**config.mk**
```make
export PLATFORM = sky130hd
export DESIGN_NAME = mecr_ctrl
export DESIGN_NICKNAME = d
export VERILOG_FILES = /design/src/rtl/mecr_pkg.sv /design/src/rtl/mecr_ctrl.sv
export SDC_FILE = /design/constraint.sdc
export NUM_CORES = 1
export LEC_CHECK = 0
export ABC_AREA = 1
export CAP_MARGIN = 25
export CORE_ASPECT_RATIO = 0.75
export CORE_MARGIN = 2
export CORE_UTILIZATION = 66
export DETAILED_ROUTE_END_ITERATION = 10
export DONT_BUFFER_PORTS = 1
export MAX_ROUTING_LAYER = met4
export PLACE_DENSITY = 0.89
export REMOVE_ABC_BUFFERS = 1
export SYNTH_ARGS = -nofsm -noshare
export SYNTH_HDL_FRONTEND = slang
export SYNTH_SLANG_ARGS = --single-unit
```
**constraint.sdc**
```tcl
create_clock -name clk -period 3.2 [get_ports clk]
set_input_delay 0.48 -clock clk [delete_from_list [all_inputs] [get_ports clk]]
set_output_delay 0.48 -clock clk [all_outputs]
set_load 0.02 [all_outputs]
```
**src/rtl/mecr_pkg.sv**
```systemverilog
// Package for the minimum-eigenvalue corner response core.
// Shared sizes, register indexes, and the command and status structs.
// No dependencies.
`default_nettype none

package mecr_pkg;

  // Frame limits and the pixel ring
  localparam int MAX_WIDTH  = 1024;
  localparam int MAX_HEIGHT = 1024;
  localparam int RING_DEPTH = 4 * MAX_WIDTH + 8;
  localparam int SLOT_W     = $clog2(RING_DEPTH);
  localparam int PEND_W     = $clog2(2 * MAX_WIDTH + 4);

  // Field and register widths
  localparam int PIX_W      = 8;
  localparam int SIZE_W     = 11;
  localparam int COORD_W    = 10;
  localparam int RESP_W     = 24;
  localparam int CFG_IDX_W  = 2;
  localparam int CFG_DATA_W = 24;

  // Window geometry: Sobel kernel and the pixel grid it needs
  localparam int SOBEL   = 3;
  localparam int WIN     = SOBEL + 2;
  localparam int GRID    = WIN * WIN;
  localparam int NGRAD   = SOBEL * SOBEL;
  localparam int FIDX_W  = $clog2(WIN);
  localparam int GK_W    = $clog2(NGRAD);

  // Arithmetic widths
  localparam int GRAD_W     = 11;
  localparam int ACC_W      = 25;
  localparam int PROD_W     = 2 * ACC_W;
  localparam int DISC_W     = 50;
  localparam int ROOT_W     = DISC_W / 2;
  localparam int REM_W      = ROOT_W + 3;
  localparam int SQ_W       = $clog2(ROOT_W);

  // Register indexes
  localparam logic [CFG_IDX_W-1:0] CFG_WIDTH  = 2'd0;
  localparam logic [CFG_IDX_W-1:0] CFG_HEIGHT = 2'd1;
  localparam logic [CFG_IDX_W-1:0] CFG_THRESH = 2'd2;

  localparam logic [SIZE_W-1:0] WIDTH_RESET  = 11'd640;
  localparam logic [SIZE_W-1:0] HEIGHT_RESET = 11'd480;
  localparam logic [RESP_W-1:0] THRESH_RESET = 24'd5;

  // Input commands
  localparam logic CMD_PIXEL = 1'b0;
  localparam logic CMD_FLUSH = 1'b1;

  // Multiplier operation; the product lands in the matching accumulator or the discriminant
  typedef enum logic [2:0] {
    MUL_NONE,
    MUL_XX,
    MUL_YY,
    MUL_XY,
    MUL_DD,
    MUL_SS
  } mul_op_t;

  typedef struct packed {
    logic              accept;
    logic              rd_en;
    logic [FIDX_W-1:0] fetch_row;
    logic [FIDX_W-1:0] fetch_col;
    logic              grad_load;
    logic              grad_shift;
    mul_op_t           mul_op;
    logic              clear;
    logic              sqrt_step;
    logic              fin;
    logic              load_out;
  } dp_cmd_t;

  typedef struct packed {
    logic fire;
    logic border;
    logic out_free;
  } dp_sts_t;

endpackage

`default_nettype wire

```
**src/rtl/mecr_ctrl.sv**
```systemverilog
// Controller: sequences fetch, gradients, products, square root and result.
// Depends on mecr_pkg.
`default_nettype none

module mecr_ctrl (
  input  logic              clk,
  input  logic              rst,
  input  logic              in_valid,
  output logic              in_stall,
  output mecr_pkg::dp_cmd_t cmd,
  input  mecr_pkg::dp_sts_t sts
);
  import mecr_pkg::*;

  typedef enum logic [3:0] {
    S_IDLE,
    S_FETCH,
    S_DRAIN,
    S_GRAD,
    S_MUL,
    S_DD,
    S_SS,
    S_WAIT,
    S_SQRT,
    S_FIN,
    S_DONE
  } state_t;

  state_t            state_q;
  logic [FIDX_W-1:0] frow_q, fcol_q;
  logic [GK_W-1:0]   gk_q;
  logic [1:0]        ph_q;
  logic [SQ_W-1:0]   sq_q;

  // Command decode
  always_comb begin
    cmd            = '0;
    cmd.mul_op     = MUL_NONE;
    cmd.accept     = (state_q == S_IDLE) && in_valid;
    cmd.fetch_row  = frow_q;
    cmd.fetch_col  = fcol_q;
    case (state_q)
      S_FETCH: cmd.rd_en = 1'b1;
      S_GRAD: begin
        cmd.grad_load = 1'b1;
        cmd.clear     = 1'b1;
      end
      S_MUL: begin
        case (ph_q)
          2'd0:    cmd.mul_op = MUL_XX;
          2'd1:    cmd.mul_op = MUL_YY;
          default: cmd.mul_op = MUL_XY;
        endcase
        cmd.grad_shift = (ph_q == 2'd2);
      end
      S_DD:   cmd.mul_op    = MUL_DD;
      S_SS:   cmd.mul_op    = MUL_SS;
      S_SQRT: cmd.sqrt_step = 1'b1;
      S_FIN:  cmd.fin       = 1'b1;
      S_DONE: cmd.load_out  = sts.out_free;
      default: ;
    endcase
  end

  assign in_stall = (state_q != S_IDLE);

  // State and counters
  always_ff @(posedge clk) begin
    if (rst) begin
      state_q <= S_IDLE;
      frow_q  <= '0;
      fcol_q  <= '0;
      gk_q    <= '0;
      ph_q    <= '0;
      sq_q    <= '0;
    end else begin
      case (state_q)
        S_IDLE: begin
          frow_q <= '0;
          fcol_q <= '0;
          if (in_valid && sts.fire) begin
            state_q <= sts.border ? S_DONE : S_FETCH;
          end
        end
        S_FETCH: begin
          if (fcol_q == FIDX_W'(WIN - 1)) begin
            fcol_q <= '0;
            frow_q <= frow_q + 1'b1;
            if (frow_q == FIDX_W'(WIN - 1)) begin
              state_q <= S_DRAIN;
            end
          end else begin
            fcol_q <= fcol_q + 1'b1;
          end
        end
        S_DRAIN: state_q <= S_GRAD;
        S_GRAD: begin
          gk_q    <= '0;
          ph_q    <= '0;
          state_q <= S_MUL;
        end
        S_MUL: begin
          if (ph_q == 2'd2) begin
            ph_q <= '0;
            gk_q <= gk_q + 1'b1;
            if (gk_q == GK_W'(NGRAD - 1)) begin
              state_q <= S_DD;
            end
          end else begin
            ph_q <= ph_q + 1'b1;
          end
        end
        S_DD:   state_q <= S_SS;
        S_SS:   state_q <= S_WAIT;
        S_WAIT: begin
          sq_q    <= '0;
          state_q <= S_SQRT;
        end
        S_SQRT: begin
          sq_q <= sq_q + 1'b1;
          if (sq_q == SQ_W'(ROOT_W - 1)) begin
            state_q <= S_FIN;
          end
        end
        S_FIN: state_q <= S_DONE;
        S_DONE: begin
          if (sts.out_free) begin
            state_q <= S_IDLE;
          end
        end
        default: state_q <= S_IDLE;
      endcase
    end
  end

  a_load_free: assert property (@(posedge clk) disable iff (rst)
    cmd.load_out |-> sts.out_free) else $error("result loaded over a held result");

  a_fire_busy: assert property (@(posedge clk) disable iff (rst)
    (cmd.accept && sts.fire) |=> in_stall) else $error("firing item did not start work");

  a_sqrt_len: assert property (@(posedge clk) disable iff (rst)
    (state_q == S_FIN) |-> $past(state_q == S_SQRT) && ($past(sq_q) == SQ_W'(ROOT_W - 1)))
    else $error("square root ended early");

endmodule

`default_nettype wire

```
==> results of run 1 <==
## placed cells by master, fill, tap and decap left out, drive strengths merged
master / instances
a211oi: 3
a21oi: 16
a221oi: 2
clkbuf: 4
dfxtp: 21
ha: 8
inv: 30
nand2: 45
nand3: 22
nand4: 2
nor2: 32
nor3: 3
nor4: 1
o21ai: 8
xor2: 2
## registers in the layout, summed over array words and instances, names as in the netlist
signal and count:
ph_q 2, gk_q 4, sq_q 5, fcol_q 3
state_q 4, frow_q 3
## per-layer routing
layer  wire [um]  global-route usage (%)
met5           0                       -
met4          12                    7.14
met3         197                    9.15
met2        1380                    42.4
met1        1290                    30.2
## worst max path at each step
| stage | from | end | slack [ns] | cells past startpoint |
|---|---|---|---|---|
| after floorplan | state_q[1] | cmd[0] | 1.44 | 2 |
| after global placement | state_q[1] | cmd[0] | 1.38 | 2 |
| after detailed placement | state_q[1] | cmd[0] | 1.33 | 2 |
| after CTS | state_q[1] | cmd[0] | 0.97 | 2 |
| after global routing | state_q[1] | cmd[0] | 0.89 | 2 |
| final | state_q[1] | cmd[0] | 0.99 | 2 |
## cell families (layout without fill, tap and decap cells)
kind of cell / count (synthesis) / in the layout / share of synthesized area (%)
adder cells (fa/ha/maj): 8 / 8 / 7.53
AO/OA/AOI/OAI: 29 / 29 / 12.0
XOR/XNOR: 2 / 2 / 1.32
AND/OR/NAND/NOR: 105 / 105 / 37.4
flip-flops: 21 / 21 / 31.6
buffers and inverters: 34 / 34 / 10.1
## cell type report
| cell class | instances | area share [%] |
|---|---|---|
| flip-flops and latches | 21 | 30.8 |
| well taps | 24 | 2.20 |
| clock buffers | 4 | 1.92 |
| multi-input cells | 144 | 56.8 |
| inverters | 30 | 8.25 |
## critical path, cell delays in order, from the launching register on
cell and delay (ns):
dfxtp_1 0.52, inv_1 0.13, nor4_1 0.77
## where the power goes
part           internal [uW]  leakage, uW  total (uW)  switching, uW
registers                298     0.000170         365           67.0
clock network           48.8    0.0000150         129           80.3
logic                    139     0.000449         502            363
## through the flow
stage	cell area [um^2]	hold WS, ns
after global placement	1340	0.449
final	1370	0.222
after global routing	1370	0.199
after CTS	1370	0.216
after floorplan	1310	0.433
after detailed placement	1340	0.459
==> summary.md, run 1 <==
| Metric | Value |
|---|---|
| Final WS setup | `0.987 ns` |
| Tmin final | `2.21 ns` |
| Synth cell count leaders | `nand2_1 (40), inv_1 (25), nor2_1 (23)` |
| Hold EP | `frow_q[1]` |
| Starting Density | `67.8%` |
| Core footprint | `1960 um^2` |
| Post-Syn Area | `1330 um^2` |
| Number of synthesized flops with an enable pin | `0` |
| # rows | `14` |
| Final Util | `69.6%` |
| Routability-driven placement congestion ratio | `0.849` |
| Most frequent cell after synthesis | `nand2_1` |
| Gr usage total | `25.8%` |
| Die Ht | `42.9 um` |
| DRT iter0 DRCs | `44` |
| DP HPWL | `2.22 mm` |
| Worst setup SP type | `flip-flop` |
| Reg2Reg Depth | `9` |
| Die X | `55.8 um` |
| Synth unique cells | `24` |
| Largest net degree at the start of global routing | `15` |
| Most common flop cell mapped by yosys | `dfxtp_1` |
| Reg area | `420 um^2` |
| Sequential share of the synthesized area | `31.6%` |
| Vias | `1246` |
| Crit path required time | `2.72 ns` |
| Via/cell ratio | `5.59` |
| Worst R2R Start | `state_q[1]` |
| RSZ-0062 raised after global routing | `no` |
| Post-CTS Resized | `0` |
| Port bufs | `0` |
| Crit end category | `output port` |
| Ant. Diodes | `0` |
| Cell Count, Final, Fillers Out | `223` |
| Nets | `214` |
| CTS tree | `done` |
| Worst-path clk slew | `0.11 ns` |
| Hold_buf cts | `0` |
| Clk root buf | `clkbuf_4` |
| Largest area contributor in the netlist | `dfxtp_1` |
| CTS Buf Count | `3` |
| #FFs+latches synth | `21` |
| Post-synthesis average cell area | `6.68 um^2` |
| Overall power | `997 uW` |
| Drt pass-1 iters | `4` |
| HP Class | `input port to flip-flop` |
| Count of final setup violators | `0` |
| Fill cell count | `176` |
| Arrival time worst endpoint | `1.73 ns` |
| Outcome | `finished, final reports clean` |
| Initial antenna violation count | `0` |
| Synth Instances | `199` |
| Place WS | `1.33 ns` |
| Postcts setup bufs | `0` |
| FF-to-FF End | `state_q[1]` |
| Multi-input gate area | `776 um^2` |
| Detailed-route DRC error count | `0` |
| Die ar. | `2390 um^2` |
| CP Max Fanout | `8` |
| Clock sink count | `21` |
| Htree depth | `1` |
| Syn. warnings | `0` |
| Top post-synthesis cells by area | `dfxtp_1 (32%), nand2_1 (11%), nand3_1 (7.9%), ha_1 (7.5%), inv_1 (7.1%)` |
| Clock tree buffer depth | `2` |
| Max_cap viols | `0` |
| Share of cells above drive strength 1 | `11.6%` |
| I/O pin count | `24` |
| Clock latency on the worst-skew pair | `0.31 ns` |
| Least-Margin Pin Slew | `0.867 ns` |
| Final hold vios | `0` |
| Ys async rst share | `0%` |
| Lkg Pwr | `0.000634 uW` |
| Max-slew headroom | `41.7%` |
| Setup Skew | `0.00112 ns` |
| Peak VDD IR | `551 uV` |
| Placed insts | `219` |
| Final Cycle Share | `69.2%` |
| Count of pins over their slew limit | `0` |
| Top cell type's share of synthesized area | `31.6%` |
| First-pass GRT wire length | `4.73 mm` |
| Min-delay src | `rst` |
| Antenna Nets Post-Route | `0` |
| PwrDens | `730 nW/um^2` |
| Crit Path Class | `flip-flop to output port` |
| Worst R2R Setup Slack | `1.63 ns` |
| Setup TNS | `0 ns` |
| Fmax achieved | `0.452 GHz` |
| Overflow after GRT | `0` |
| Hold path cells | `1` |
| Vias in the first global route | `1131` |
| Area grow syn2layout | `2.63%` |
| Total Wirelength | `2.88 mm` |
| Drt wl/cell | `12.9 um` |
(Power assumes the default switching activity.)
==> run 2: changes to the inputs <==
--- a/config.mk
+++ b/config.mk
@@ -9,11 +9,11 @@
 export CAP_MARGIN = 25
 export CORE_ASPECT_RATIO = 0.75
 export CORE_MARGIN = 2
-export CORE_UTILIZATION = 66
+export CORE_UTILIZATION = 62
 export DETAILED_ROUTE_END_ITERATION = 10
 export DONT_BUFFER_PORTS = 1
 export MAX_ROUTING_LAYER = met4
-export PLACE_DENSITY = 0.89
+export PLACE_DENSITY = 0.85
 export REMOVE_ABC_BUFFERS = 1
 export SYNTH_ARGS = -nofsm -noshare
 export SYNTH_HDL_FRONTEND = slang
==> constraint.sdc (replaced) <==
create_clock -name clk -period 2.1 [get_ports clk]
set_input_delay 0.315 -clock clk [delete_from_list [all_inputs] [get_ports clk]]
set_output_delay 0.315 -clock clk [all_outputs]
set_load 0.02 [all_outputs]
==> summary.md, run 2 (same netlist as run 1, synthesis figures left out) <==
| Metric | Value |
|---|---|
| Vias in the first global route | `1237 (was 1131)` |
| Clock tree buffer depth | `2 (unchanged)` |
| Worst path top cell family by delay | `simple AND/OR/NAND/NOR gates (unchanged)` |
| RSZ-0062 raised after global routing | `no (unchanged)` |
| CP Max Fanout | `8 (unchanged)` |
| CTS Buf Count | `3 (unchanged)` |
| Outcome | `finished, final reports clean (unchanged)` |
| Max-slew headroom | `58.3% (was 41.7%)` |
| Final WS setup | `0.230 ns (was 0.987 ns)` |
| # rows | `14 (unchanged)` |
| Cell Count, Final, Fillers Out | `225 (was 223)` |
| Clock sink count | `21 (unchanged)` |
| First-pass GRT wire length | `5.20 mm (was 4.73 mm)` |
| Largest registers | `sq_q x5, gk_q x4, state_q x4 (unchanged)` |
| Initial antenna violation count | `0 (unchanged)` |
| Least-Margin Pin Slew | `0.621 ns (was 0.867 ns)` |
| Area grow syn2layout | `3.86% (was 2.63%)` |
| Worst-path clk slew | `0.13 ns (was 0.11 ns)` |
| Starting Density | `66.0% (was 67.8%)` |
| Worst path slowest cell | `dfxtp_1 (was nor4_1)` |
| Die ar. | `2540 um^2 (was 2390 um^2)` |
| Share of cells above drive strength 1 | `12.9% (was 11.6%)` |
| Crit path cell chain | `inv_1 -> nand2_1 -> nand2_1 -> nor2_1 (was inv_1 -> nor4_1)` |
| Routability-driven placement congestion ratio | `0.887 (was 0.849)` |
| DRT iter0 DRCs | `59 (was 44)` |
| Drt pass-1 iters | `4 (unchanged)` |
| Placed insts | `221 (was 219)` |
| Max_cap viols | `0 (unchanged)` |
| Clk root buf | `clkbuf_4 (unchanged)` |
| CTS tree | `done (unchanged)` |
| Arrival time worst endpoint | `1.55 ns (was 1.73 ns)` |
| Tmin final | `1.87 ns` |
| Setup Skew | `0.0216 ns (was 0.00112 ns)` |
| Most common cell after layout, fill and taps aside | `nand2_1 (unchanged)` |
| Die X | `57.5 um (was 55.8 um)` |
| Biggest register | `sq_q (unchanged)` |
| Port bufs | `0 (unchanged)` |
| Htree depth | `1 (unchanged)` |
| Total Wirelength | `3.08 mm (was 2.88 mm)` |
| Antenna Nets Post-Route | `0 (unchanged)` |
| Die Ht | `44.1 um (was 42.9 um)` |
| Hold_buf cts | `0 (unchanged)` |
| Fmax achieved | `0.535 GHz` |
| Gr usage total | `27.2% (was 25.8%)` |
| Clock latency on the worst-skew pair | `0.32 ns (was 0.31 ns)` |
| Worst R2R Setup Slack | `0.54 ns (was 1.63 ns)` |
| Place WS | `0.578 ns (was 1.33 ns)` |
| Vias | `1282 (was 1246)` |
| Drt wl/cell | `13.7 um (was 12.9 um)` |
| Final Cycle Share | `89.0%` |
| Nets | `216 (was 214)` |
| DP HPWL | `2.37 mm (was 2.22 mm)` |
| I/O pin count | `24 (unchanged)` |
| Post-CTS Resized | `0 (unchanged)` |
| Detailed-route DRC error count | `0 (unchanged)` |
| Crit end category | `output port (unchanged)` |
| Worst setup SP type | `flip-flop (unchanged)` |
| Commonest non-fill, non-tap cells in the layout | `nand2_1 (40), inv_1 (25), nor2_1 (23), nand3_1 (21), dfxtp_1 (21) (unchanged)` |
| Overall power | `1520 uW (was 997 uW)` |
| Max reg flops | `5 (unchanged)` |
| Largest net degree at the start of global routing | `15 (unchanged)` |
| Via/cell ratio | `5.70 (was 5.59)` |
| Core footprint | `2010 um^2 (was 1960 um^2)` |
| Final hold vios | `0 (unchanged)` |
| Ant. Diodes | `0 (unchanged)` |
| Crit-path most repeated cell | `nand2_1` |
| Peak VDD IR | `744 uV (was 551 uV)` |
| Crit path required time | `1.78 ns (was 2.72 ns)` |
| CP max stage delay | `0.50 ns (was 0.77 ns)` |
| Postcts setup bufs | `0 (unchanged)` |
| Overflow after GRT | `0 (unchanged)` |
| Lkg Pwr | `0.000648 uW (was 0.000634 uW)` |
| HP Class | `input port to flip-flop (unchanged)` |
| Count of pins over their slew limit | `0 (unchanged)` |
| Setup TNS | `0 ns (unchanged)` |
| Buf+Inv Stages, Crit Path | `1 (unchanged)` |
| PwrDens | `1100 nW/um^2 (was 730 nW/um^2)` |
| Count of final setup violators | `0 (unchanged)` |
| Crit Path Class | `flip-flop to output port (unchanged)` |
run 2: changes by cell type in the layout (fill, tap and decap cells not counted):
cell / delta
clkinv_2: +1
clkbuf_1: -1
buf_4: +2
run 2: report_power, final:
group | switching, uW | internal, uW | leakage, uW
Sequential | 101 | 455 | 0.000170
Clock | 128 | 71.2 | 0.0000177
Combinational | 553 | 216 | 0.000460
run 2: area by class of cell:
| cell class | instances | area [um^2] |
|---|---|---|
| inverters | 30 | 113 |
| clock buffers | 3 | 22.5 |
| fillers | 187 | 633 |
| multi-input cells | 144 | 776 |
| well taps | 24 | 30.0 |
| flip-flops and latches | 21 | 420 |
| clock inverters | 1 | 5.00 |
| repair buffers | 2 | 15.0 |
run 2: through the flow:
step | utilization (%) | hold slack, ns | instance area, um^2
2_1_floorplan | - | 0.384 | 1310
3_3_place_gp | 67.2 | 0.387 | 1350
3_5_place_dp | 67.2 | 0.388 | 1350
4_1_cts | 68.6 | 0.0415 | 1380
5_1_grt | 68.6 | 0.0295 | 1380
6_report | 68.6 | 0.0419 | 1380
run 2: final timing paths:
path	cells after the start	startpoint	end
worst min-delay path	1	rst	sq_q[1]
worst max-delay path	4	state_q[1]	cmd[6]
worst min register to register	1	sq_q[4]	sq_q[4]
worst max register to register	9	state_q[1]	state_q[0]
run 2: worst reg2reg max path, stage by stage (launching register included):
cell     delay [ns]
dfxtp_1        0.50
inv_1          0.14
nand2_1        0.16
nor2_4         0.09
nand2_1        0.11
nand2_1        0.07
nor2_1         0.17
nand3_1        0.11
nand2_1        0.08
nor2_1         0.04
run 2: metal layers:
| metal | up-vias | track usage, % | wire length (um) |
|---|---|---|---|
| li1 | 647 | - | - |
| met1 | 582 | 32.4 | 1340 |
| met2 | 49 | 45.5 | 1500 |
| met3 | 4 | 7.02 | 207 |
| met4 | 0 | 8.84 | 36 |
| met5 | - | - | 0 |
