<file path="src/rtl/mecr_pkg.sv">
// Package for the minimum-eigenvalue corner response core.
// Shared sizes, register indexes, and the command and status structs.
// No dependencies.
`default_nettype none

package mecr_pkg;

  // Frame limits and the pixel ring
  localparam int MAX_WIDTH  = 1024;
  localparam int MAX_HEIGHT = 1024;
  localparam int RING_DEPTH = 4 * MAX_WIDTH + 8;
  localparam int SLOT_W     = $clog2(RING_DEPTH);
  localparam int PEND_W     = $clog2(2 * MAX_WIDTH + 4);

  // Field and register widths
  localparam int PIX_W      = 8;
  localparam int SIZE_W     = 11;
  localparam int COORD_W    = 10;
  localparam int RESP_W     = 24;
  localparam int CFG_IDX_W  = 2;
  localparam int CFG_DATA_W = 24;

  // Window geometry: Sobel kernel and the pixel grid it needs
  localparam int SOBEL   = 3;
  localparam int WIN     = SOBEL + 2;
  localparam int GRID    = WIN * WIN;
  localparam int NGRAD   = SOBEL * SOBEL;
  localparam int FIDX_W  = $clog2(WIN);
  localparam int GK_W    = $clog2(NGRAD);

  // Arithmetic widths
  localparam int GRAD_W     = 11;
  localparam int ACC_W      = 25;
  localparam int PROD_W     = 2 * ACC_W;
  localparam int DISC_W     = 50;
  localparam int ROOT_W     = DISC_W / 2;
  localparam int REM_W      = ROOT_W + 3;
  localparam int SQ_W       = $clog2(ROOT_W);

  // Register indexes
  localparam logic [CFG_IDX_W-1:0] CFG_WIDTH  = 2'd0;
  localparam logic [CFG_IDX_W-1:0] CFG_HEIGHT = 2'd1;
  localparam logic [CFG_IDX_W-1:0] CFG_THRESH = 2'd2;

  localparam logic [SIZE_W-1:0] WIDTH_RESET  = 11'd640;
  localparam logic [SIZE_W-1:0] HEIGHT_RESET = 11'd480;
  localparam logic [RESP_W-1:0] THRESH_RESET = 24'd5;

  // Input commands
  localparam logic CMD_PIXEL = 1'b0;
  localparam logic CMD_FLUSH = 1'b1;

  // Multiplier operation; the product lands in the matching accumulator or the discriminant
  typedef enum logic [2:0] {
    MUL_NONE,
    MUL_XX,
    MUL_YY,
    MUL_XY,
    MUL_DD,
    MUL_SS
  } mul_op_t;

  typedef struct packed {
    logic              accept;
    logic              rd_en;
    logic [FIDX_W-1:0] fetch_row;
    logic [FIDX_W-1:0] fetch_col;
    logic              grad_load;
    logic              grad_shift;
    mul_op_t           mul_op;
    logic              clear;
    logic              sqrt_step;
    logic              fin;
    logic              load_out;
  } dp_cmd_t;

  typedef struct packed {
    logic fire;
    logic border;
    logic out_free;
  } dp_sts_t;

endpackage

`default_nettype wire

</file>
<file path="src/rtl/mecr_dp.sv">
// Datapath: frame bookkeeping, ring addressing, window grid, gradients,
// shared multiplier, accumulators, bit-serial square root and result register.
// Depends on mecr_pkg.
`default_nettype none

module mecr_dp (
  input  logic                              clk,
  input  logic                              rst,
  input  logic                              cfg_write,
  input  logic [mecr_pkg::CFG_IDX_W-1:0]    cfg_index,
  input  logic [mecr_pkg::CFG_DATA_W-1:0]   cfg_data,
  input  logic                              command,
  input  logic [mecr_pkg::PIX_W-1:0]        pixel,
  input  mecr_pkg::dp_cmd_t                 cmd,
  output mecr_pkg::dp_sts_t                 sts,
  output logic                              ram_wr_en,
  output logic [mecr_pkg::SLOT_W-1:0]       ram_wr_addr,
  output logic [mecr_pkg::PIX_W-1:0]        ram_wr_data,
  output logic                              ram_rd_en,
  output logic [mecr_pkg::SLOT_W-1:0]       ram_rd_addr,
  input  logic [mecr_pkg::PIX_W-1:0]        ram_rd_data,
  input  logic                              out_stall,
  output logic                              out_valid,
  output logic [mecr_pkg::RESP_W-1:0]       response,
  output logic [mecr_pkg::COORD_W-1:0]      column,
  output logic [mecr_pkg::COORD_W-1:0]      row,
  output logic                              last_of_frame
);
  import mecr_pkg::*;

  localparam int OFF_W = SLOT_W + 1;

  function automatic logic [SIZE_W-1:0] clamp_size(input logic [SIZE_W-1:0] v,
                                                   input logic [SIZE_W-1:0] hi);
    logic [SIZE_W-1:0] r;
    r = v;
    if (r < SIZE_W'(3)) r = SIZE_W'(3);
    if (r > hi) r = hi;
    return r;
  endfunction

  // Sobel difference: (p0-n0) + 2*(p1-n1) + (p2-n2)
  function automatic logic signed [GRAD_W-1:0] sobel_d(
      input logic [PIX_W-1:0] p0, input logic [PIX_W-1:0] n0,
      input logic [PIX_W-1:0] p1, input logic [PIX_W-1:0] n1,
      input logic [PIX_W-1:0] p2, input logic [PIX_W-1:0] n2);
    logic [GRAD_W-1:0] s;
    s = GRAD_W'(p0) - GRAD_W'(n0) + ((GRAD_W'(p1) - GRAD_W'(n1)) << 1)
      + GRAD_W'(p2) - GRAD_W'(n2);
    return signed'(s);
  endfunction

  // Configuration and frame bookkeeping
  logic [SIZE_W-1:0]  width_q, height_q;
  logic [RESP_W-1:0]  thresh_q;
  logic [SLOT_W-1:0]  slot_q;
  logic [PEND_W-1:0]  pend_q;
  logic [COORD_W-1:0] ocol_q, orow_q;

  logic [SIZE_W-1:0]  wm1, hm1;
  logic [PEND_W-1:0]  lim, pend_inc;
  logic [SLOT_W-1:0]  slot_inc, base_sl, base_pn, base;
  logic               is_pix, fire, border;

  assign wm1      = width_q - 1'b1;
  assign hm1      = height_q - 1'b1;
  assign lim      = PEND_W'({width_q, 1'b0}) + PEND_W'(2);
  assign pend_inc = pend_q + 1'b1;
  assign is_pix   = (command == CMD_PIXEL);
  assign fire     = is_pix ? (pend_q >= lim) : (pend_q != '0);
  assign slot_inc = (slot_q == SLOT_W'(RING_DEPTH - 1)) ? '0 : slot_q + 1'b1;

  // Ring slot of the reported position
  assign base_sl = is_pix ? slot_inc : slot_q;
  assign base_pn = SLOT_W'(is_pix ? pend_inc : pend_q);
  assign base    = (base_sl >= base_pn) ? base_sl - base_pn
                                        : base_sl + SLOT_W'(RING_DEPTH) - base_pn;

  assign border = (orow_q == '0) || (SIZE_W'(orow_q) >= hm1) ||
                  (ocol_q == '0) || (SIZE_W'(ocol_q) >= wm1);

  always_ff @(posedge clk) begin
    if (rst) begin
      width_q  <= WIDTH_RESET;
      height_q <= HEIGHT_RESET;
      thresh_q <= THRESH_RESET;
      slot_q   <= '0;
      pend_q   <= '0;
      ocol_q   <= '0;
      orow_q   <= '0;
    end else begin
      if (cmd.accept) begin
        if (is_pix) begin
          slot_q <= slot_inc;
          pend_q <= fire ? pend_q : pend_inc;
        end else if (fire) begin
          pend_q <= pend_q - 1'b1;
        end
        if (fire) begin
          if (SIZE_W'(ocol_q) == wm1) begin
            ocol_q <= '0;
            orow_q <= (SIZE_W'(orow_q) == hm1) ? '0 : orow_q + 1'b1;
          end else begin
            ocol_q <= ocol_q + 1'b1;
          end
        end
      end
      // Size writes restart the frame
      if (cfg_write) begin
        case (cfg_index)
          CFG_WIDTH: begin
            width_q <= clamp_size(cfg_data[SIZE_W-1:0], SIZE_W'(MAX_WIDTH));
            pend_q  <= '0;
            ocol_q  <= '0;
            orow_q  <= '0;
          end
          CFG_HEIGHT: begin
            height_q <= clamp_size(cfg_data[SIZE_W-1:0], SIZE_W'(MAX_HEIGHT));
            pend_q   <= '0;
            ocol_q   <= '0;
            orow_q   <= '0;
          end
          CFG_THRESH: thresh_q <= cfg_data[RESP_W-1:0];
          default: ;
        endcase
      end
    end
  end

  // Position under work, latched when an item fires
  logic [SLOT_W-1:0]  base_q;
  logic [COORD_W-1:0] cur_col_q, cur_row_q;
  logic cur_last_q, cur_border_q;
  logic refl_top_q, refl_bot_q, refl_left_q, refl_right_q;

  always_ff @(posedge clk) begin
    if (cmd.accept && fire) begin
      base_q       <= base;
      cur_col_q    <= ocol_q;
      cur_row_q    <= orow_q;
      cur_last_q   <= (SIZE_W'(ocol_q) == wm1) && (SIZE_W'(orow_q) == hm1);
      cur_border_q <= border;
      refl_top_q   <= (orow_q == COORD_W'(1));
      refl_bot_q   <= (SIZE_W'(orow_q) == hm1 - 1'b1);
      refl_left_q  <= (ocol_q == COORD_W'(1));
      refl_right_q <= (SIZE_W'(ocol_q) == wm1 - 1'b1);
    end
  end

  // Pixel writes
  assign ram_wr_en   = cmd.accept && is_pix;
  assign ram_wr_addr = slot_q;
  assign ram_wr_data = pixel;

  // Read address: base plus reflected row and column offsets, wrapped once
  logic signed [OFF_W-1:0] w_s, roff, coff, asum, awrap;

  assign w_s = OFF_W'(width_q);

  always_comb begin
    case (cmd.fetch_row)
      FIDX_W'(0): roff = refl_top_q ? '0 : -(w_s + w_s);
      FIDX_W'(1): roff = -w_s;
      FIDX_W'(3): roff = w_s;
      FIDX_W'(4): roff = refl_bot_q ? '0 : (w_s + w_s);
      default:    roff = '0;
    endcase
    case (cmd.fetch_col)
      FIDX_W'(0): coff = refl_left_q ? '0 : -OFF_W'(2);
      FIDX_W'(1): coff = -OFF_W'(1);
      FIDX_W'(3): coff = OFF_W'(1);
      FIDX_W'(4): coff = refl_right_q ? '0 : OFF_W'(2);
      default:    coff = '0;
    endcase
    asum = signed'(OFF_W'(base_q)) + roff + coff;
    if (asum < 0) begin
      awrap = asum + signed'(OFF_W'(RING_DEPTH));
    end else if (asum >= signed'(OFF_W'(RING_DEPTH))) begin
      awrap = asum - signed'(OFF_W'(RING_DEPTH));
    end else begin
      awrap = asum;
    end
  end

  assign ram_rd_en   = cmd.rd_en;
  assign ram_rd_addr = SLOT_W'(awrap);

  // 5x5 grid filled as a shift line, one pixel per read
  logic shift_q;
  logic [PIX_W-1:0] grid_q [GRID];

  always_ff @(posedge clk) begin
    if (rst) begin
      shift_q <= 1'b0;
    end else begin
      shift_q <= cmd.rd_en;
    end
  end

  always_ff @(posedge clk) begin
    if (shift_q) begin
      for (int i = 0; i < GRID - 1; i++) begin
        grid_q[i] <= grid_q[i + 1];
      end
      grid_q[GRID-1] <= ram_rd_data;
    end
  end

  // Nine gradient pairs over the grid
  logic signed [GRAD_W-1:0] dx_c [NGRAD];
  logic signed [GRAD_W-1:0] dy_c [NGRAD];
  logic signed [GRAD_W-1:0] gx_q [NGRAD];
  logic signed [GRAD_W-1:0] gy_q [NGRAD];

  always_comb begin
    for (int gi = 0; gi < SOBEL; gi++) begin
      for (int gj = 0; gj < SOBEL; gj++) begin
        dx_c[gi*SOBEL+gj] = sobel_d(
          grid_q[gi*WIN+gj+2],     grid_q[gi*WIN+gj],
          grid_q[(gi+1)*WIN+gj+2], grid_q[(gi+1)*WIN+gj],
          grid_q[(gi+2)*WIN+gj+2], grid_q[(gi+2)*WIN+gj]);
        dy_c[gi*SOBEL+gj] = sobel_d(
          grid_q[(gi+2)*WIN+gj],   grid_q[gi*WIN+gj],
          grid_q[(gi+2)*WIN+gj+1], grid_q[gi*WIN+gj+1],
          grid_q[(gi+2)*WIN+gj+2], grid_q[gi*WIN+gj+2]);
      end
    end
  end

  always_ff @(posedge clk) begin
    if (cmd.grad_load) begin
      for (int k = 0; k < NGRAD; k++) begin
        gx_q[k] <= dx_c[k];
        gy_q[k] <= dy_c[k];
      end
    end else if (cmd.grad_shift) begin
      for (int k = 0; k < NGRAD - 1; k++) begin
        gx_q[k] <= gx_q[k + 1];
        gy_q[k] <= gy_q[k + 1];
      end
      gx_q[NGRAD-1] <= '0;
      gy_q[NGRAD-1] <= '0;
    end
  end

  // Shared multiplier, product registered with its destination
  logic [RESP_W-1:0]        sxx_q, syy_q;
  logic signed [ACC_W-1:0]  sxy_q, diff, ma, mb;
  logic signed [PROD_W-1:0] prod_q;
  mul_op_t                  pdst_q;
  logic [DISC_W-1:0]        disc_q;
  logic [ROOT_W-1:0]        root_q;
  logic [REM_W-1:0]         rem_q, rem_sh, trial;
  logic [RESP_W-1:0]        half_q;
  logic signed [ACC_W:0]    num;

  assign diff = signed'(ACC_W'(sxx_q) - ACC_W'(syy_q));

  always_comb begin
    case (cmd.mul_op)
      MUL_XX: begin ma = ACC_W'(gx_q[0]); mb = ACC_W'(gx_q[0]); end
      MUL_YY: begin ma = ACC_W'(gy_q[0]); mb = ACC_W'(gy_q[0]); end
      MUL_XY: begin ma = ACC_W'(gx_q[0]); mb = ACC_W'(gy_q[0]); end
      MUL_DD: begin ma = diff;            mb = diff;            end
      MUL_SS: begin ma = sxy_q;           mb = sxy_q;           end
      default: begin ma = '0;             mb = '0;              end
    endcase
  end

  always_ff @(posedge clk) begin
    if (rst) begin
      pdst_q <= MUL_NONE;
    end else begin
      pdst_q <= cmd.mul_op;
    end
  end

  always_ff @(posedge clk) begin
    prod_q <= ma * mb;
  end

  // Square root step: two bits of the discriminant per cycle
  assign rem_sh = {rem_q[REM_W-3:0], disc_q[DISC_W-1 -: 2]};
  assign trial  = REM_W'({root_q, 2'b01});
  assign num    = signed'((ACC_W+1)'(sxx_q) + (ACC_W+1)'(syy_q) - (ACC_W+1)'(root_q));

  always_ff @(posedge clk) begin
    if (cmd.clear) begin
      sxx_q  <= '0;
      syy_q  <= '0;
      sxy_q  <= '0;
      root_q <= '0;
      rem_q  <= '0;
    end else begin
      case (pdst_q)
        MUL_XX: sxx_q  <= sxx_q + RESP_W'(prod_q);
        MUL_YY: syy_q  <= syy_q + RESP_W'(prod_q);
        MUL_XY: sxy_q  <= sxy_q + ACC_W'(prod_q);
        MUL_DD: disc_q <= DISC_W'(prod_q);
        MUL_SS: disc_q <= disc_q + DISC_W'(prod_q <<< 2);
        default: ;
      endcase
      if (cmd.sqrt_step) begin
        disc_q <= disc_q << 2;
        if (rem_sh >= trial) begin
          rem_q  <= rem_sh - trial;
          root_q <= {root_q[ROOT_W-2:0], 1'b1};
        end else begin
          rem_q  <= rem_sh;
          root_q <= {root_q[ROOT_W-2:0], 1'b0};
        end
      end
    end
    // Halved response, clamped at zero
    if (cmd.fin) begin
      half_q <= num[ACC_W] ? '0 : num[RESP_W:1];
    end
  end

  // Result register
  always_ff @(posedge clk) begin
    if (rst) begin
      out_valid <= 1'b0;
    end else if (cmd.load_out) begin
      out_valid <= 1'b1;
    end else if (!out_stall) begin
      out_valid <= 1'b0;
    end
  end

  always_ff @(posedge clk) begin
    if (cmd.load_out) begin
      response      <= (!cur_border_q && (half_q > thresh_q)) ? half_q : '0;
      column        <= cur_col_q;
      row           <= cur_row_q;
      last_of_frame <= cur_last_q;
    end
  end

  assign sts.fire     = fire;
  assign sts.border   = border;
  assign sts.out_free = !out_valid || !out_stall;

  a_pend_bound: assert property (@(posedge clk) disable iff (rst)
    pend_q <= lim) else $error("pending count above the window lag");

  a_slot_range: assert property (@(posedge clk) disable iff (rst)
    slot_q < SLOT_W'(RING_DEPTH)) else $error("write slot outside the ring");

  a_pos_range: assert property (@(posedge clk) disable iff (rst)
    (SIZE_W'(ocol_q) < width_q) && (SIZE_W'(orow_q) < height_q))
    else $error("output position outside the frame");

endmodule

`default_nettype wire

</file>
<file path="config.mk">
export PLATFORM = sky130hd
export DESIGN_NAME = mecr_dp
export DESIGN_NICKNAME = d
export VERILOG_FILES = /design/src/rtl/mecr_pkg.sv /design/src/rtl/mecr_dp.sv
export SDC_FILE = /design/constraint.sdc
export NUM_CORES = 2
export LEC_CHECK = 0
export BUFFER_PORTS_ARGS = -buffer_cell sky130_fd_sc_hd__buf_4
export CAP_MARGIN = 40
export CELL_PAD_IN_SITES_DETAIL_PLACEMENT = 1
export CELL_PAD_IN_SITES_GLOBAL_PLACEMENT = 1
export CORE_MARGIN = 4
export CORE_UTILIZATION = 47
export DETAILED_ROUTE_END_ITERATION = 12
export PLACE_DENSITY_LB_ADDON = 0.1
export SLEW_MARGIN = 20
export SYNTH_ARGS = -nofsm -noshare
export SYNTH_HDL_FRONTEND = slang
export SYNTH_SLANG_ARGS = --single-unit
</file>
<file path="constraint.sdc">
create_clock -name clk -period 10.8 [get_ports clk]
set_input_delay 2.16 -clock clk [delete_from_list [all_inputs] [get_ports clk]]
set_output_delay 2.16 -clock clk [all_outputs]
set_load 0.005 [all_outputs]
</file>
==> impl_metrics.yaml <==
run_status:
  result_of_the_run: "complete, no violations"
sta:
  final-hold-violation-count: 0
  final.period_utilization: 0.950
  slew_headroom: 0.293
  setup_total_negative_slack_ns: 0
  timing.clock.skew_ns: 0.0717
  minimum_period_implied_by_the_final_worst_setup_slack_ns: 10.26
  timing.fmax_mhz: 97.4
  worst_slew_pin_slew_ns: 1.06
  grt_setup_unrepaired: "false"
  finalSetupViolCount: 0
  final_max_slew_viol_count: 0
synth:
  post_synth_fa_ha_maj_area_fraction: 0.359
  synth-xor-area-share: 0.0609
  syn_area_per_cell_um2: 9.47
  synthArstFlopShare: 0
  syn-cell-area_mm2: 0.0879
  syn_nets: 11300
  yosys_register_bits: 826
  synth_flop_cell: "sky130_fd_sc_hd__edfxtp_1"
  syn_inst: 9278
  synth_top_family_by_area: "adder cells"
  synth-simple-area-share: 0.122
  yosysWarnings: 0
  synthMuxAreaShare: 0.00864
  seq_area_frac_synth: 0.251
  post_synth_num_cell_types: 94
  synth-compound-area-share: 0.124
  synth_edf_count: 556
worst_setup_path:
  worst_setup_path_end_kind: "flop"
  criticalPathCategory: "reg2reg"
  cp_max_fanout: 7
  critical-path-top-cell-by-count: "sky130_fd_sc_hd__fa_1"
  cp_slowest_cell: "sky130_fd_sc_hd__fa_1"
  critical_path_depth: 37
  startpoint_type: "flop"
  r2r_cells: 37
  slowest_delay_ns: 0.56
  arrival_ns: 10.85
  worst_path_dominant_cell_family: "adder cells"
  critical_path.n_buffers_inverters: 7
  worst-endpoint-required_ns: 11.39
layout:
  most-common-layout-cells: "sky130_fd_sc_hd__inv_1, sky130_fd_sc_hd__fa_1, sky130_fd_sc_hd__nand2_1, sky130_fd_sc_hd__ha_1, sky130_fd_sc_hd__nor2_1"
  final_core_utilization: 0.517
  net_count_of_the_finished_layout: 11400
  multi_input_area_mm2: 0.0594
  num-fill-cells: 20900
  layout_commonest_cell: "sky130_fd_sc_hd__inv_1"
  post_layout_nonfiller_instances: 12000
  drive_above_1_share: 0.0617
  postLayoutCellArea_mm2: 0.0960
  layout.area.seq_mm2: 0.0221
  area_growth_syn_to_layout_pct: 9.20
power_and_ir_drop:
  power.ir.vdd_worst_mv: 0.855
  report.power.total_w: 0.0346
  power_per_cell_area_mw_per_mm2: 360
  total_leakage_power_nw: 44.5
clock_tree:
  cts.path.max_buffers: 3
  count_of_h_tree_levels_built_during_cts: 3
  clock_tree.root_cell: "sky130_fd_sc_hd__clkbuf_16"
  hold_buffers_post_cts: 0
  cts_made_buffers: 102
  tritoncts: "done"
  clock_sinks: 826
  clock_latency_ns: 0.78
  clk_transition_reported_paths_ns: 0.06
grt:
  met1_usage: 0.401
  busiest_layer: "met2"
  global_route.usage.met2: 0.475
  first_global_vias: 73100
  globalRouteOverflowTotal: 0
  global_route_usage_over_all_layers: 0.288
  number_of_antenna_violations_at_the_first_check_in_global_routing: 4
  wire_length_of_the_first_global_routing_pass_mm: 432
  grt_max_degree: 160
  grtUsageMet3: 0.0385
run:
  max_cap_violations: 0
place:
  placed_cells: 11800
  place_congestion: 0.932
  port_buffers: 132
  detailed_place.area_mm2: 0.0924
  dp_hpwl_mm: 227
routing:
  detailedRoute.firstIterationViolations: 4467
  wirelength_mm: 277
  detailroute.via_count: 66800
  detail_route.first_pass.iterations: 6
  avg_vias_per_cell: 5.58
  post_drt_wl_per_cell_um: 23.1
  remaining_drc_errors: 0
  antenna_violating_nets_post_route: 0
die:
  core_mm2: 0.186
  initial_core_util: 0.474
  floorplan.die_area_mm2: 0.194
  floorplan.die.height_um: 440
  die_width_um: 440
  placement_rows: 158
  floorplan.io_pins: 149
min_path:
  worst_hold_path_type: "reg2reg"
  min_path_cells: 0
-- cells in the mapped netlist (89+ instances only) --
library cell / n / share of area
sky130_fd_sc_hd__dfxtp_1: 270 / 0.061
sky130_fd_sc_hd__a21o_1: 224 / 0.019
sky130_fd_sc_hd__fa_1: 1007 / 0.23
sky130_fd_sc_hd__clkbuf_1: 256 / 0.011
sky130_fd_sc_hd__ha_1: 908 / 0.13
sky130_fd_sc_hd__xor2_1: 276 / 0.028
sky130_fd_sc_hd__o21bai_1: 105 / 0.0090
sky130_fd_sc_hd__and2_1: 89 / 0.0063
sky130_fd_sc_hd__a21oi_1: 661 / 0.038
sky130_fd_sc_hd__xnor2_1: 335 / 0.033
sky130_fd_sc_hd__nor2_1: 663 / 0.028
sky130_fd_sc_hd__o21a_1: 90 / 0.0077
sky130_fd_sc_hd__edfxtp_1: 556 / 0.19
sky130_fd_sc_hd__nand2_1: 996 / 0.043
sky130_fd_sc_hd__inv_1: 1422 / 0.061
sky130_fd_sc_hd__o21ai_0: 318 / 0.018
sky130_fd_sc_hd__nor2b_1: 98 / 0.0070
sky130_fd_sc_hd__nand2b_1: 124 / 0.0088
-- worst register-to-register path: cells and delay by family (launching register included) --
family | cells | cell delay, ns
adder cells (fa/ha/maj) | 10 | 4.53
AND/OR/NAND/NOR | 4 | 0.70
XOR/XNOR | 2 | 0.65
flip-flops | 1 | 0.41
buffers and inverters | 7 | 0.73
AO/OA/AOI/OAI | 14 | 3.07
-- routing by layer --
metal,up-vias,share of wire,routed length [µm]
li1,30800,-,-
met1,34000,0.46,127000
met2,1569,0.46,129000
met3,383,0.050,13900
met4,2,0.027,7600
met5,-,0.000040,11
-- layout make-up --
class / instances / area share
Multi-Input combinational cell: 6728 / 0.619
Tap cell: 2480 / 0.0323
Clock inverter: 62 / 0.00752
Timing Repair Buffer: 320 / 0.0265
Antenna cell: 2 / 0.0000521
Clock buffer: 129 / 0.0289
Inverter: 1422 / 0.0556
Sequential cell: 826 / 0.230
-- through the flow --
stage          setup slack, ns  hold WS, ns
6_report                 0.538        0.422
5_1_grt                0.00226        0.425
4_1_cts                  0.362        0.424
3_5_place_dp             0.243        0.407
3_3_place_gp             0.439        0.403
2_1_floorplan            0.533        0.400
-- report_power, final --
| part | switching (W) | total [W] | internal, W |
|---|---|---|---|
| clock | 0.00154 | 0.00368 | 0.00214 |
| combinational | 0.0154 | 0.0259 | 0.0105 |
| sequential | 0.000530 | 0.00500 | 0.00447 |
-- state kept, by name (all words and copies together) (netlist names), 24 cells and up --
| signal | cells |
|---|---|
| disc_q | 50 |
| grid_q | 200 |
| gx_q | 99 |
| gy_q | 99 |
| half_q | 24 |
| prod_q | 50 |
| rem_q | 26 |
| response | 24 |
| root_q | 25 |
| sxx_q | 24 |
| sxy_q | 25 |
| syy_q | 24 |
| thresh_q | 24 |
-- kinds of logic (layout without fill, tap and decap cells) --
kind of cell / count (synthesis) / count (layout)
mux: 74 / 74
xor+xnor: 611 / 611
flops: 826 / 826
simple gates: 2379 / 2379
compound gates: 1749 / 1749
buf+inv: 1724 / 1933
other cells: 0 / 2
fa+ha+maj: 1915 / 1915
-- worst paths after layout --
| path | slack [ns] | to | from |
|---|---|---|---|
| worst max-delay path | 0.54 | prod_q[44] | sxx_q[0] |
| worst min-delay path | 0.42 | column[8] | cur_col_q[8] |
| worst max register to register | 0.54 | prod_q[44] | sxx_q[0] |
| worst min register to register | 0.42 | column[8] | cur_col_q[8] |
-- repair_timing --
item                                    CTS  global route
endpoints found under the setup margin    0             3
gates resized for setup                   0             5
setup buffers                             0             0
Power figures use the tool's default switching activity.
